===== src/rtl/nbs_pkg.sv =====
// Shared types, codes and constants for the NES bank switch mapper.
// No dependencies; imported by nbs_mod_unit and nes_bank_switch_mapper_top.
package nbs_pkg;

    // field widths
    localparam int OP_W      = 2;
    localparam int ADDR_W    = 15;
    localparam int DATA_W    = 8;
    localparam int MAP_W     = 21;
    localparam int IRQ_W     = 16;
    localparam int BANK_W    = 8;
    localparam int CNT_W     = 9;
    localparam int CFG_IDX_W = 1;

    localparam int PRG_SHIFT = 13;
    localparam int CHR_SHIFT = 10;
    localparam int PRG_WINS  = 3;

    localparam int CHR_SLOTS_DEF = 8;

    // bank count ceiling
    localparam logic [CNT_W-1:0] MAX_BANKS = 9'd256;

    // operation codes
    localparam logic [OP_W-1:0] OP_PRG_READ  = 2'd0;
    localparam logic [OP_W-1:0] OP_REG_WRITE = 2'd1;
    localparam logic [OP_W-1:0] OP_CHR_READ  = 2'd2;

    // configuration register indexes
    localparam logic [CFG_IDX_W-1:0] CFG_PRG_COUNT = 1'b0;
    localparam logic [CFG_IDX_W-1:0] CFG_CHR_COUNT = 1'b1;

    // CPU register map
    localparam logic [15:0] REG_PRG0      = 16'h8000;
    localparam logic [15:0] REG_PRG1      = 16'hA000;
    localparam logic [15:0] REG_PRG2      = 16'hC000;
    localparam logic [15:0] REG_CHR_BASE  = 16'hB000;
    localparam logic [15:0] REG_MIRROR    = 16'h9001;
    localparam logic [15:0] REG_IRQ_EN    = 16'h9003;
    localparam logic [15:0] REG_IRQ_LOAD  = 16'h9004;
    localparam logic [15:0] REG_RELOAD_HI = 16'h9005;
    localparam logic [15:0] REG_RELOAD_LO = 16'h9006;

    localparam int FLAG_BIT = 7;

    // request to the shared modulo unit
    typedef struct packed {
        logic              start;
        logic [BANK_W-1:0] dividend;
        logic [CNT_W-1:0]  divisor;
    } t_mod_req;

    // response from the shared modulo unit
    typedef struct packed {
        logic              done;
        logic [BANK_W-1:0] remainder;
    } t_mod_rsp;

endpackage


===== src/rtl/nes_bank_switch_mapper_top.sv =====
// Top level of the NES bank switch mapper: decode, bank state and sequencer.
// Depends on nbs_pkg and instantiates nbs_mod_unit.
//
// Usage: one bus operation is one transfer on the input channel (operation,
// address, write_data, valid/ready). Program reads map a CPU offset into a
// program ROM address through three switchable 8 KB windows and a fixed last
// window; character reads map a PPU address through eight 1 KB banks; register
// writes update banks, mirroring, interrupt enable and counter. Each operation
// yields exactly one transfer on the output channel, with the status flags as
// they stand after the operation.
// Every operation runs the bit-serial modulo unit over its 8 dividend bits;
// output valid rises once the result is registered. The next item is taken as
// soon as the sequencer is idle, never while one is still being worked on.
// The input is accepted while a previous result still waits; if the receiver
// stalls, the next result holds in the sequencer until the output frees up.
// Reset (synchronous, active low) clears the sequencer, both bank counts and
// sets program banks to 0, 1, 14 and all character banks and flags to zero.
// The user must write the bank counts over the configuration port only while
// idle; the block does not enforce this. Values above 256 saturate to 256.
module nes_bank_switch_mapper_top #(
    parameter int CHR_SLOTS = nbs_pkg::CHR_SLOTS_DEF
) (
    input  logic                           i_clk,
    input  logic                           i_rst_n,
    input  logic                           i_cfg_we,
    input  logic [nbs_pkg::CFG_IDX_W-1:0]  i_cfg_idx,
    input  logic [nbs_pkg::CNT_W-1:0]      i_cfg_data,
    input  logic                           i_in_valid,
    output logic                           o_in_ready,
    input  logic [nbs_pkg::OP_W-1:0]       i_operation,
    input  logic [nbs_pkg::ADDR_W-1:0]     i_address,
    input  logic [nbs_pkg::DATA_W-1:0]     i_write_data,
    output logic                           o_out_valid,
    input  logic                           i_out_ready,
    output logic [nbs_pkg::MAP_W-1:0]      o_mapped_address,
    output logic                           o_no_rom,
    output logic                           o_mirroring_horizontal,
    output logic                           o_irq_enabled,
    output logic [nbs_pkg::IRQ_W-1:0]      o_irq_counter
);
    import nbs_pkg::*;

    localparam int SLOT_W = $clog2(CHR_SLOTS);

    typedef enum logic [1:0] {
        S_IDLE,
        S_CALC,
        S_DONE
    } t_state;

    t_state            r_state;
    logic [CNT_W-1:0]  r_prg_cnt;
    logic [CNT_W-1:0]  r_chr_cnt;
    logic [BANK_W-1:0] r_prg_bank [PRG_WINS];
    logic [BANK_W-1:0] r_chr_bank [CHR_SLOTS];
    logic              r_mirror;
    logic              r_irq_en;
    logic [IRQ_W-1:0]  r_irq_cnt;
    logic [DATA_W-1:0] r_reload_hi;
    logic [DATA_W-1:0] r_reload_lo;

    logic [OP_W-1:0]   r_op;
    logic [ADDR_W-1:0] r_addr;
    logic [DATA_W-1:0] r_data;

    logic              r_out_valid;
    logic [MAP_W-1:0]  r_mapped;
    logic              r_no_rom;
    logic              r_out_mirror;
    logic              r_out_irq_en;
    logic [IRQ_W-1:0]  r_out_irq_cnt;

    logic [BANK_W-1:0] n_prg_bank [PRG_WINS];
    logic [BANK_W-1:0] n_chr_bank [CHR_SLOTS];
    logic              n_mirror;
    logic              n_irq_en;
    logic [IRQ_W-1:0]  n_irq_cnt;
    logic [DATA_W-1:0] n_reload_hi;
    logic [DATA_W-1:0] n_reload_lo;
    logic [MAP_W-1:0]  n_mapped;
    logic              n_no_rom;
    logic [CNT_W-1:0]  n_cfg_val;

    logic              w_accept;
    logic              w_commit;
    logic              w_in_chr_wr;
    logic [15:0]       w_in_reg;
    logic [15:0]       w_reg;
    logic [BANK_W-1:0] w_red_p;
    logic [BANK_W-1:0] w_red_c;
    logic [BANK_W-1:0] w_bank;
    logic [SLOT_W-1:0] w_slot;
    t_mod_req          w_req;
    t_mod_rsp          w_rsp;

    assign o_in_ready = (r_state == S_IDLE);
    assign w_accept   = i_in_valid && o_in_ready;
    assign w_commit   = (r_state == S_DONE) && (!r_out_valid || i_out_ready);

    // pick modulo operands from the incoming item
    always_comb begin
        w_in_reg    = {1'b1, i_address};
        w_in_chr_wr = (w_in_reg >= REG_CHR_BASE) && (w_in_reg < REG_CHR_BASE + CHR_SLOTS);
        w_req.start = w_accept;
        w_req.dividend = i_write_data;
        if (i_operation == OP_PRG_READ) begin
            case (i_address[ADDR_W-1 -: 2])
                2'd0:    w_req.dividend = r_prg_bank[0];
                2'd1:    w_req.dividend = r_prg_bank[1];
                2'd2:    w_req.dividend = r_prg_bank[2];
                default: w_req.dividend = '0;
            endcase
        end
        w_req.divisor = (i_operation == OP_REG_WRITE && w_in_chr_wr) ? r_chr_cnt : r_prg_cnt;
    end

    nbs_mod_unit u_mod (
        .i_clk   (i_clk),
        .i_rst_n (i_rst_n),
        .i_req   (w_req),
        .o_rsp   (w_rsp)
    );

    // saturate configured bank counts
    assign n_cfg_val = (i_cfg_data > MAX_BANKS) ? MAX_BANKS : i_cfg_data;

    // work out next state and result of the held item
    always_comb begin
        w_reg   = {1'b1, r_addr};
        w_red_p = (r_prg_cnt == '0) ? '0 : w_rsp.remainder;
        w_red_c = (r_chr_cnt == '0) ? '0 : w_rsp.remainder;
        w_bank  = (r_addr[ADDR_W-1 -: 2] == 2'd3) ? BANK_W'(r_prg_cnt - 1'b1)
                                                  : w_rsp.remainder;
        w_slot  = r_addr[CHR_SHIFT +: SLOT_W];

        n_prg_bank  = r_prg_bank;
        n_chr_bank  = r_chr_bank;
        n_mirror    = r_mirror;
        n_irq_en    = r_irq_en;
        n_irq_cnt   = r_irq_cnt;
        n_reload_hi = r_reload_hi;
        n_reload_lo = r_reload_lo;
        n_mapped    = '0;
        n_no_rom    = 1'b0;

        case (r_op)
            OP_PRG_READ: begin
                if (r_prg_cnt == '0) begin
                    n_no_rom = 1'b1;
                end else begin
                    n_mapped = MAP_W'({w_bank, r_addr[PRG_SHIFT-1:0]});
                end
            end
            OP_REG_WRITE: begin
                if (w_reg == REG_PRG0) begin
                    n_prg_bank[0] = w_red_p;
                end else if (w_reg == REG_PRG1) begin
                    n_prg_bank[1] = w_red_p;
                end else if (w_reg == REG_PRG2) begin
                    n_prg_bank[2] = w_red_p;
                end else if ((w_reg >= REG_CHR_BASE) &&
                             (w_reg < REG_CHR_BASE + CHR_SLOTS)) begin
                    n_chr_bank[r_addr[SLOT_W-1:0]] = w_red_c;
                end else if (w_reg == REG_MIRROR) begin
                    n_mirror = r_data[FLAG_BIT];
                end else if (w_reg == REG_IRQ_EN) begin
                    n_irq_en = r_data[FLAG_BIT];
                end else if (w_reg == REG_IRQ_LOAD) begin
                    n_irq_cnt = {r_reload_hi, r_reload_lo};
                end else if (w_reg == REG_RELOAD_HI) begin
                    n_reload_hi = r_data;
                end else if (w_reg == REG_RELOAD_LO) begin
                    n_reload_lo = r_data;
                end
            end
            OP_CHR_READ: begin
                n_mapped = MAP_W'({r_chr_bank[w_slot], r_addr[CHR_SHIFT-1:0]});
            end
            default: begin
                n_mapped = '0;
            end
        endcase
    end

    // sequencer, bank state and output register
    always_ff @(posedge i_clk) begin
        if (!i_rst_n) begin
            r_state       <= S_IDLE;
            r_prg_cnt     <= '0;
            r_chr_cnt     <= '0;
            r_prg_bank[0] <= 8'd0;
            r_prg_bank[1] <= 8'd1;
            r_prg_bank[2] <= 8'd14;
            for (int i = 0; i < CHR_SLOTS; i++) begin
                r_chr_bank[i] <= '0;
            end
            r_mirror      <= 1'b0;
            r_irq_en      <= 1'b0;
            r_irq_cnt     <= '0;
            r_reload_hi   <= '0;
            r_reload_lo   <= '0;
            r_out_valid   <= 1'b0;
        end else begin
            if (i_cfg_we) begin
                if (i_cfg_idx == CFG_PRG_COUNT) begin
                    r_prg_cnt <= n_cfg_val;
                end else if (i_cfg_idx == CFG_CHR_COUNT) begin
                    r_chr_cnt <= n_cfg_val;
                end
            end

            // raise output valid on commit, drop it after the output transfer
            if (w_commit) begin
                r_out_valid <= 1'b1;
            end else if (o_out_valid && i_out_ready) begin
                r_out_valid <= 1'b0;
            end

            case (r_state)
                S_IDLE: begin
                    if (w_accept) begin
                        r_op    <= i_operation;
                        r_addr  <= i_address;
                        r_data  <= i_write_data;
                        r_state <= S_CALC;
                    end
                end
                S_CALC: begin
                    if (w_rsp.done) begin
                        r_state <= S_DONE;
                    end
                end
                S_DONE: begin
                    if (w_commit) begin
                        r_prg_bank    <= n_prg_bank;
                        r_chr_bank    <= n_chr_bank;
                        r_mirror      <= n_mirror;
                        r_irq_en      <= n_irq_en;
                        r_irq_cnt     <= n_irq_cnt;
                        r_reload_hi   <= n_reload_hi;
                        r_reload_lo   <= n_reload_lo;
                        r_mapped      <= n_mapped;
                        r_no_rom      <= n_no_rom;
                        r_out_mirror  <= n_mirror;
                        r_out_irq_en  <= n_irq_en;
                        r_out_irq_cnt <= n_irq_cnt;
                        r_state       <= S_IDLE;
                    end
                end
                default: begin
                    r_state <= S_IDLE;
                end
            endcase
        end
    end

    assign o_out_valid            = r_out_valid;
    assign o_mapped_address       = r_mapped;
    assign o_no_rom               = r_no_rom;
    assign o_mirroring_horizontal = r_out_mirror;
    assign o_irq_enabled          = r_out_irq_en;
    assign o_irq_counter          = r_out_irq_cnt;

    // the modulo unit only finishes while the sequencer waits for it
    a_done_in_calc: assert property (@(posedge i_clk) disable iff (!i_rst_n)
        w_rsp.done |-> (r_state == S_CALC))
        else $error("modulo result outside calc state");

    // an accepted transfer always starts the calculation
    a_accept_calc: assert property (@(posedge i_clk) disable iff (!i_rst_n)
        w_accept |=> (r_state == S_CALC))
        else $error("accepted item did not enter calc");

    // a finished item waits while the output is still occupied
    a_hold_done: assert property (@(posedge i_clk) disable iff (!i_rst_n)
        (r_state == S_DONE && r_out_valid && !i_out_ready) |=> (r_state == S_DONE))
        else $error("result overwrote a pending output");

    // a missing program ROM never yields an address
    a_no_rom_zero: assert property (@(posedge i_clk) disable iff (!i_rst_n)
        (o_out_valid && o_no_rom) |-> (o_mapped_address == '0))
        else $error("no_rom with nonzero address");

endmodule


===== src/rtl/nbs_mod_unit.sv =====
// Bit-serial restoring modulo: 8-bit dividend by a 9-bit divisor, one bit a cycle.
// Depends on nbs_pkg for the request and response structs.
module nbs_mod_unit (
    input  logic              i_clk,
    input  logic              i_rst_n,
    input  nbs_pkg::t_mod_req i_req,
    output nbs_pkg::t_mod_rsp o_rsp
);
    import nbs_pkg::*;

    localparam int STEP_W = $clog2(BANK_W);

    logic              r_busy;
    logic              r_done;
    logic [STEP_W-1:0] r_cnt;
    logic [BANK_W-1:0] r_dvd;
    logic [CNT_W-1:0]  r_dvs;
    logic [CNT_W-1:0]  r_rem;

    logic [CNT_W-1:0]  w_shift;
    logic [CNT_W-1:0]  n_rem;

    // shift in the next dividend bit, subtract when it fits
    always_comb begin
        w_shift = {r_rem[CNT_W-2:0], r_dvd[BANK_W-1]};
        n_rem   = (w_shift >= r_dvs) ? (w_shift - r_dvs) : w_shift;
    end

    // step the remainder once per cycle while busy
    always_ff @(posedge i_clk) begin
        if (!i_rst_n) begin
            r_busy <= 1'b0;
            r_done <= 1'b0;
        end else begin
            r_done <= 1'b0;
            if (i_req.start) begin
                r_busy <= 1'b1;
                r_cnt  <= STEP_W'(BANK_W - 1);
                r_dvd  <= i_req.dividend;
                r_dvs  <= i_req.divisor;
                r_rem  <= '0;
            end else if (r_busy) begin
                r_rem <= n_rem;
                r_dvd <= {r_dvd[BANK_W-2:0], 1'b0};
                if (r_cnt == '0) begin
                    r_busy <= 1'b0;
                    r_done <= 1'b1;
                end else begin
                    r_cnt <= r_cnt - 1'b1;
                end
            end
        end
    end

    assign o_rsp.done      = r_done;
    assign o_rsp.remainder = r_rem[BANK_W-1:0];

endmodule

===== config.mk =====
export PLATFORM = sky130hd
export DESIGN_NAME = nes_bank_switch_mapper_top
export DESIGN_NICKNAME = d
export VERILOG_FILES = /design/src/rtl/nbs_pkg.sv /design/src/rtl/nes_bank_switch_mapper_top.sv /design/src/rtl/nbs_mod_unit.sv
export SDC_FILE = /design/constraint.sdc
export NUM_CORES = 1
export LEC_CHECK = 0
export BUFFER_PORTS_ARGS = -buffer_cell sky130_fd_sc_hd__buf_2
export CAP_MARGIN = 5
export CORE_MARGIN = 4
export CORE_UTILIZATION = 57
export DETAILED_ROUTE_END_ITERATION = 8
export PLACE_DENSITY = 0.87
export SETUP_SLACK_MARGIN = 0.2
export SKIP_CTS_REPAIR_TIMING = 1
export SYNTH_ARGS = -nofsm -noshare
export SYNTH_HDL_FRONTEND = slang
export SYNTH_SLANG_ARGS = --single-unit

===== constraint.sdc =====
create_clock -name i_clk -period 5.3 [get_ports i_clk]
set_input_delay 0 -clock i_clk [delete_from_list [all_inputs] [get_ports i_clk]]
set_output_delay 0 -clock i_clk [all_outputs]
set_load 0.005 [all_outputs]

==> impl_metrics.toml <==
[run_status]
outcome = "finished, final reports clean"

[grt]
grt_use_total_pct = 22.71
grt_first_pass_wirelength_mm = 37.42
first_global_vias = 7392
grt_start_max_net_pins = 95
number_of_antenna_violations_at_the_first_check_in_global_routing = 0
grt_remaining_overflow = 0

[sta]
post-route-period-util_pct = 65.88
post_route_setup_tns_ns = 0
rsz_0062_raised_after_global_routing = "no"
fmax_ghz = 0.2864
skew_ns = 0.01645
slew_headroom_pct = 29.13
finalSetupViolations = 0
worstMarginPinSlew_ns = 1.063
fin_crit_ns = 3.492
final_hold_violations = 0
slew_viol_final = 0

[pwr]
p_seq_share_pct = 50.0
static-leakage-power_uw = 0.004644
switching_share_pct = 23.62
p_switching_uw = 928.1
cell_internal_pwr_uw = 3001
power_frac_clock_pct = 42.8
power_density_mw_per_mm2 = 325.2
max-vdd-ir-drop_v = 0.0003392
power.share.combinational_pct = 7.2

[route]
dr.first_iter.drc_count = 701
detailroute.via_count = 8078
drt_pass1_iterations = 5
drc = 0
post_route_antenna_net_violation_count = 0
drt_wl_total_mm = 25.35
detail_route.vias_per_cell = 6.037
avgRoutedWirePerCell_um = 18.94

[logic_synthesis]
synthSimpleGateAreaFrac_pct = 17.75
async_reset_ff_share_pct = 0
synth-seq-cells = 238
synthAdderAreaFrac_pct = 1.763
synthXorXnorAreaFrac_pct = 0.6762
postSynth.topFlopCell = "dfxtp_1"
synthesized_area_fraction_occupied_by_ao_oa_aoi_and_oai_cells_pct = 9.806
synth_nets = 1046
synthesis.yosys.warnings = 0
combinational_family_with_the_most_area_after_synthesis = "simple AND/OR/NAND/NOR gates"
yosysSeqAreaShare_pct = 54.97
synth_enable_flop_cells = 93
number_of_different_library_cells_in_the_post_synthesis_netlist = 59
synth_area_per_cell_um2 = 10.44
synth_cells = 992
post_synth_instance_area_mm2 = 0.01036
synth_mux_area_share_pct = 11.92

[critical_path]
worst-path-max-fanout = 18
criticalPathCategory = "reg -> reg"
critPathLaunchType = "flop"
regToRegStartpoint = "r_addr[10]$_DFFE_PP_"
crit_path_start = "r_addr[10]$_DFFE_PP_"
required_ns = 5.67
cp.arrival_ns = 3.86
worstSetupEndpointType = "flop"

[clock_network]
cts_buffers = 25
sink_count = 238
cts-root-buf = "clkbuf_16"
clk-insertion-delay-late_ns = 0.53
tritoncts_clock_tree = "done"
cts.reportedPaths.clkPinSlew_ns = 0.07
h-tree-depth = 1
ctsLongestPathBuffers = 3

[die]
floorplan.initialDensity_pct = 57.88
floorplan.core_area_mm2 = 0.01790
die_w_um = 142.8
chipHeight_um = 142.8
count_of_standard_cell_rows = 49
floorplan.die_area_mm2 = 0.02040
number_of_ports_placed_on_the_die_boundary = 82

[job]
cap_viol_max_count = 0

[place]
detailed_place_hpwl_mm = 15.89
portBuffers = 81
globalplace.congestion = 0.8712
postPlaceCellArea_mm2 = 0.01088

[cells_and_area]
antenna-diode-count = 0
fin_nets = 1144
layout_common_cells = "dfxtp_1, nand2_1, edfxtp_1"
layout-drive-gt1-share_pct = 15.96
layout.cells.most_common = "dfxtp_1"
final_area_mm2 = 0.01208
finalCoreUtilization_pct = 67.48
layout-area-overhead-vs-synth_pct = 16.59

[hold_path]
hold_path.startpoint = "i_cfg_we"
worst_hold_path_type = "in -> reg"
[per-layer routing]
layer / GRT usage (%) / routed length [um] / part of all wire (%)
met1: 29.80 / 9974 / 39
met2: 39.42 / 12930 / 51
met3: 2.981 / 1686 / 6.7
met4: 6.953 / 753 / 3.0
met5: 0 / 0 / 0
[state kept, by name, indices dropped and copies added, names as in the netlist, 2 cells and up]
name / cells
r_prg_cnt: 9
u_mod.r_dvd: 8
r_chr_cnt: 9
r_prg_bank: 24
r_reload_hi: 8
r_data: 8
r_state: 2
u_mod.r_cnt: 3
r_addr: 15
o_mapped_address: 21
u_mod.r_dvs: 9
u_mod.r_rem: 8
r_chr_bank: 64
o_irq_counter: 16
r_reload_lo: 8
r_irq_cnt: 16
r_op: 2
[cell usage after synthesis, types with 4 or more instances]
cell type | instances | share of area (%)
dfxtp_1 | 145 | 28
nand2_1 | 112 | 4.1
edfxtp_1 | 93 | 27
o21ai_0 | 84 | 4.1
nand3_1 | 72 | 3.5
nor2_1 | 67 | 2.4
mux2i_1 | 57 | 5.5
a21oi_1 | 54 | 2.6
clkbuf_1 | 46 | 1.7
mux2_2 | 25 | 2.7
inv_1 | 23 | 0.83
and2_1 | 22 | 1.3
mux4_2 | 16 | 3.5
nor3_1 | 16 | 0.77
ha_1 | 13 | 1.6
nand4_1 | 13 | 0.78
nand2b_1 | 11 | 0.66
nor3b_1 | 11 | 0.80
o211ai_1 | 9 | 0.65
o22ai_1 | 9 | 0.54
buf_1 | 8 | 0.29
nand3b_1 | 8 | 0.58
nor2b_1 | 8 | 0.48
nor4_1 | 7 | 0.42
xnor2_1 | 7 | 0.59
a211oi_1 | 5 | 0.36
and3_1 | 5 | 0.30
or3_1 | 4 | 0.24
[power by group through the flow]
stage          combinational, uW  sequential [uW]  clock (uW)
2_1_floorplan                185             1980           0
3_3_place_gp                 241             2000           0
3_5_place_dp                 247             2000           0
4_1_cts                      251             1960        1690
5_1_grt                      309             1970        1780
6_report                     281             1970        1680
[kinds of logic after synthesis]
family                     Yosys count
AOI/OAI and AO/OA                  181
xor gates and xnor gates             8
adders and majority gates           14
buffers and inverters               82
DFF                                238
muxes                              100
and+or+nand+nor                    369
[stage by stage]
stage / setup slack [ns] / hold slack, ns / cells / total power, uW
final: 1.808 / 0.04959 / 1338 / 3929
after global routing: 1.526 / 0.07520 / 1338 / 4052
after CTS: 1.853 / -0.3437 / 1296 / 3901
after detailed placement: 1.855 / 0.1797 / 1250 / 2250
after global placement: 1.953 / 0.1934 / 1250 / 2243
after floorplan: 1.558 / 0.09887 / 992 / 2170
[final timing paths]
kind	endpoint	slack [ns]	cells past startpoint
setup / recovery	r_chr_bank[3]$_SDFFE_PN0P_	1.81	5
setup reg to reg	r_chr_bank[3]$_SDFFE_PN0P_	1.81	5
hold reg to reg	r_irq_cnt[3]$_SDFFE_PN0P_	0.45	2
hold / removal	r_prg_cnt[5]$_SDFFE_PN0P_	0.05	4
[critical path: stages (launching register included)]
cell and delay, ns:
edfxtp_1 0.80, or4_4 0.68, nor4_4 0.67, nand4_1 0.73, nand3_1 0.33, o21ai_0 0.13
[final cells by class]
| type | count | area [um^2] |
|---|---|---|
| Fill cell | 1289 | 5822 |
| Sequential cell | 238 | 5695 |
| Multi-Input combinational cell | 672 | 4350 |
| Timing Repair Buffer | 130 | 878.3 |
| Clock buffer | 35 | 683.2 |
| Tap cell | 229 | 286.5 |
| Clock inverter | 11 | 100.1 |
| Inverter | 23 | 86.33 |
No activity file was read; power rests on OpenSTA's default activity.
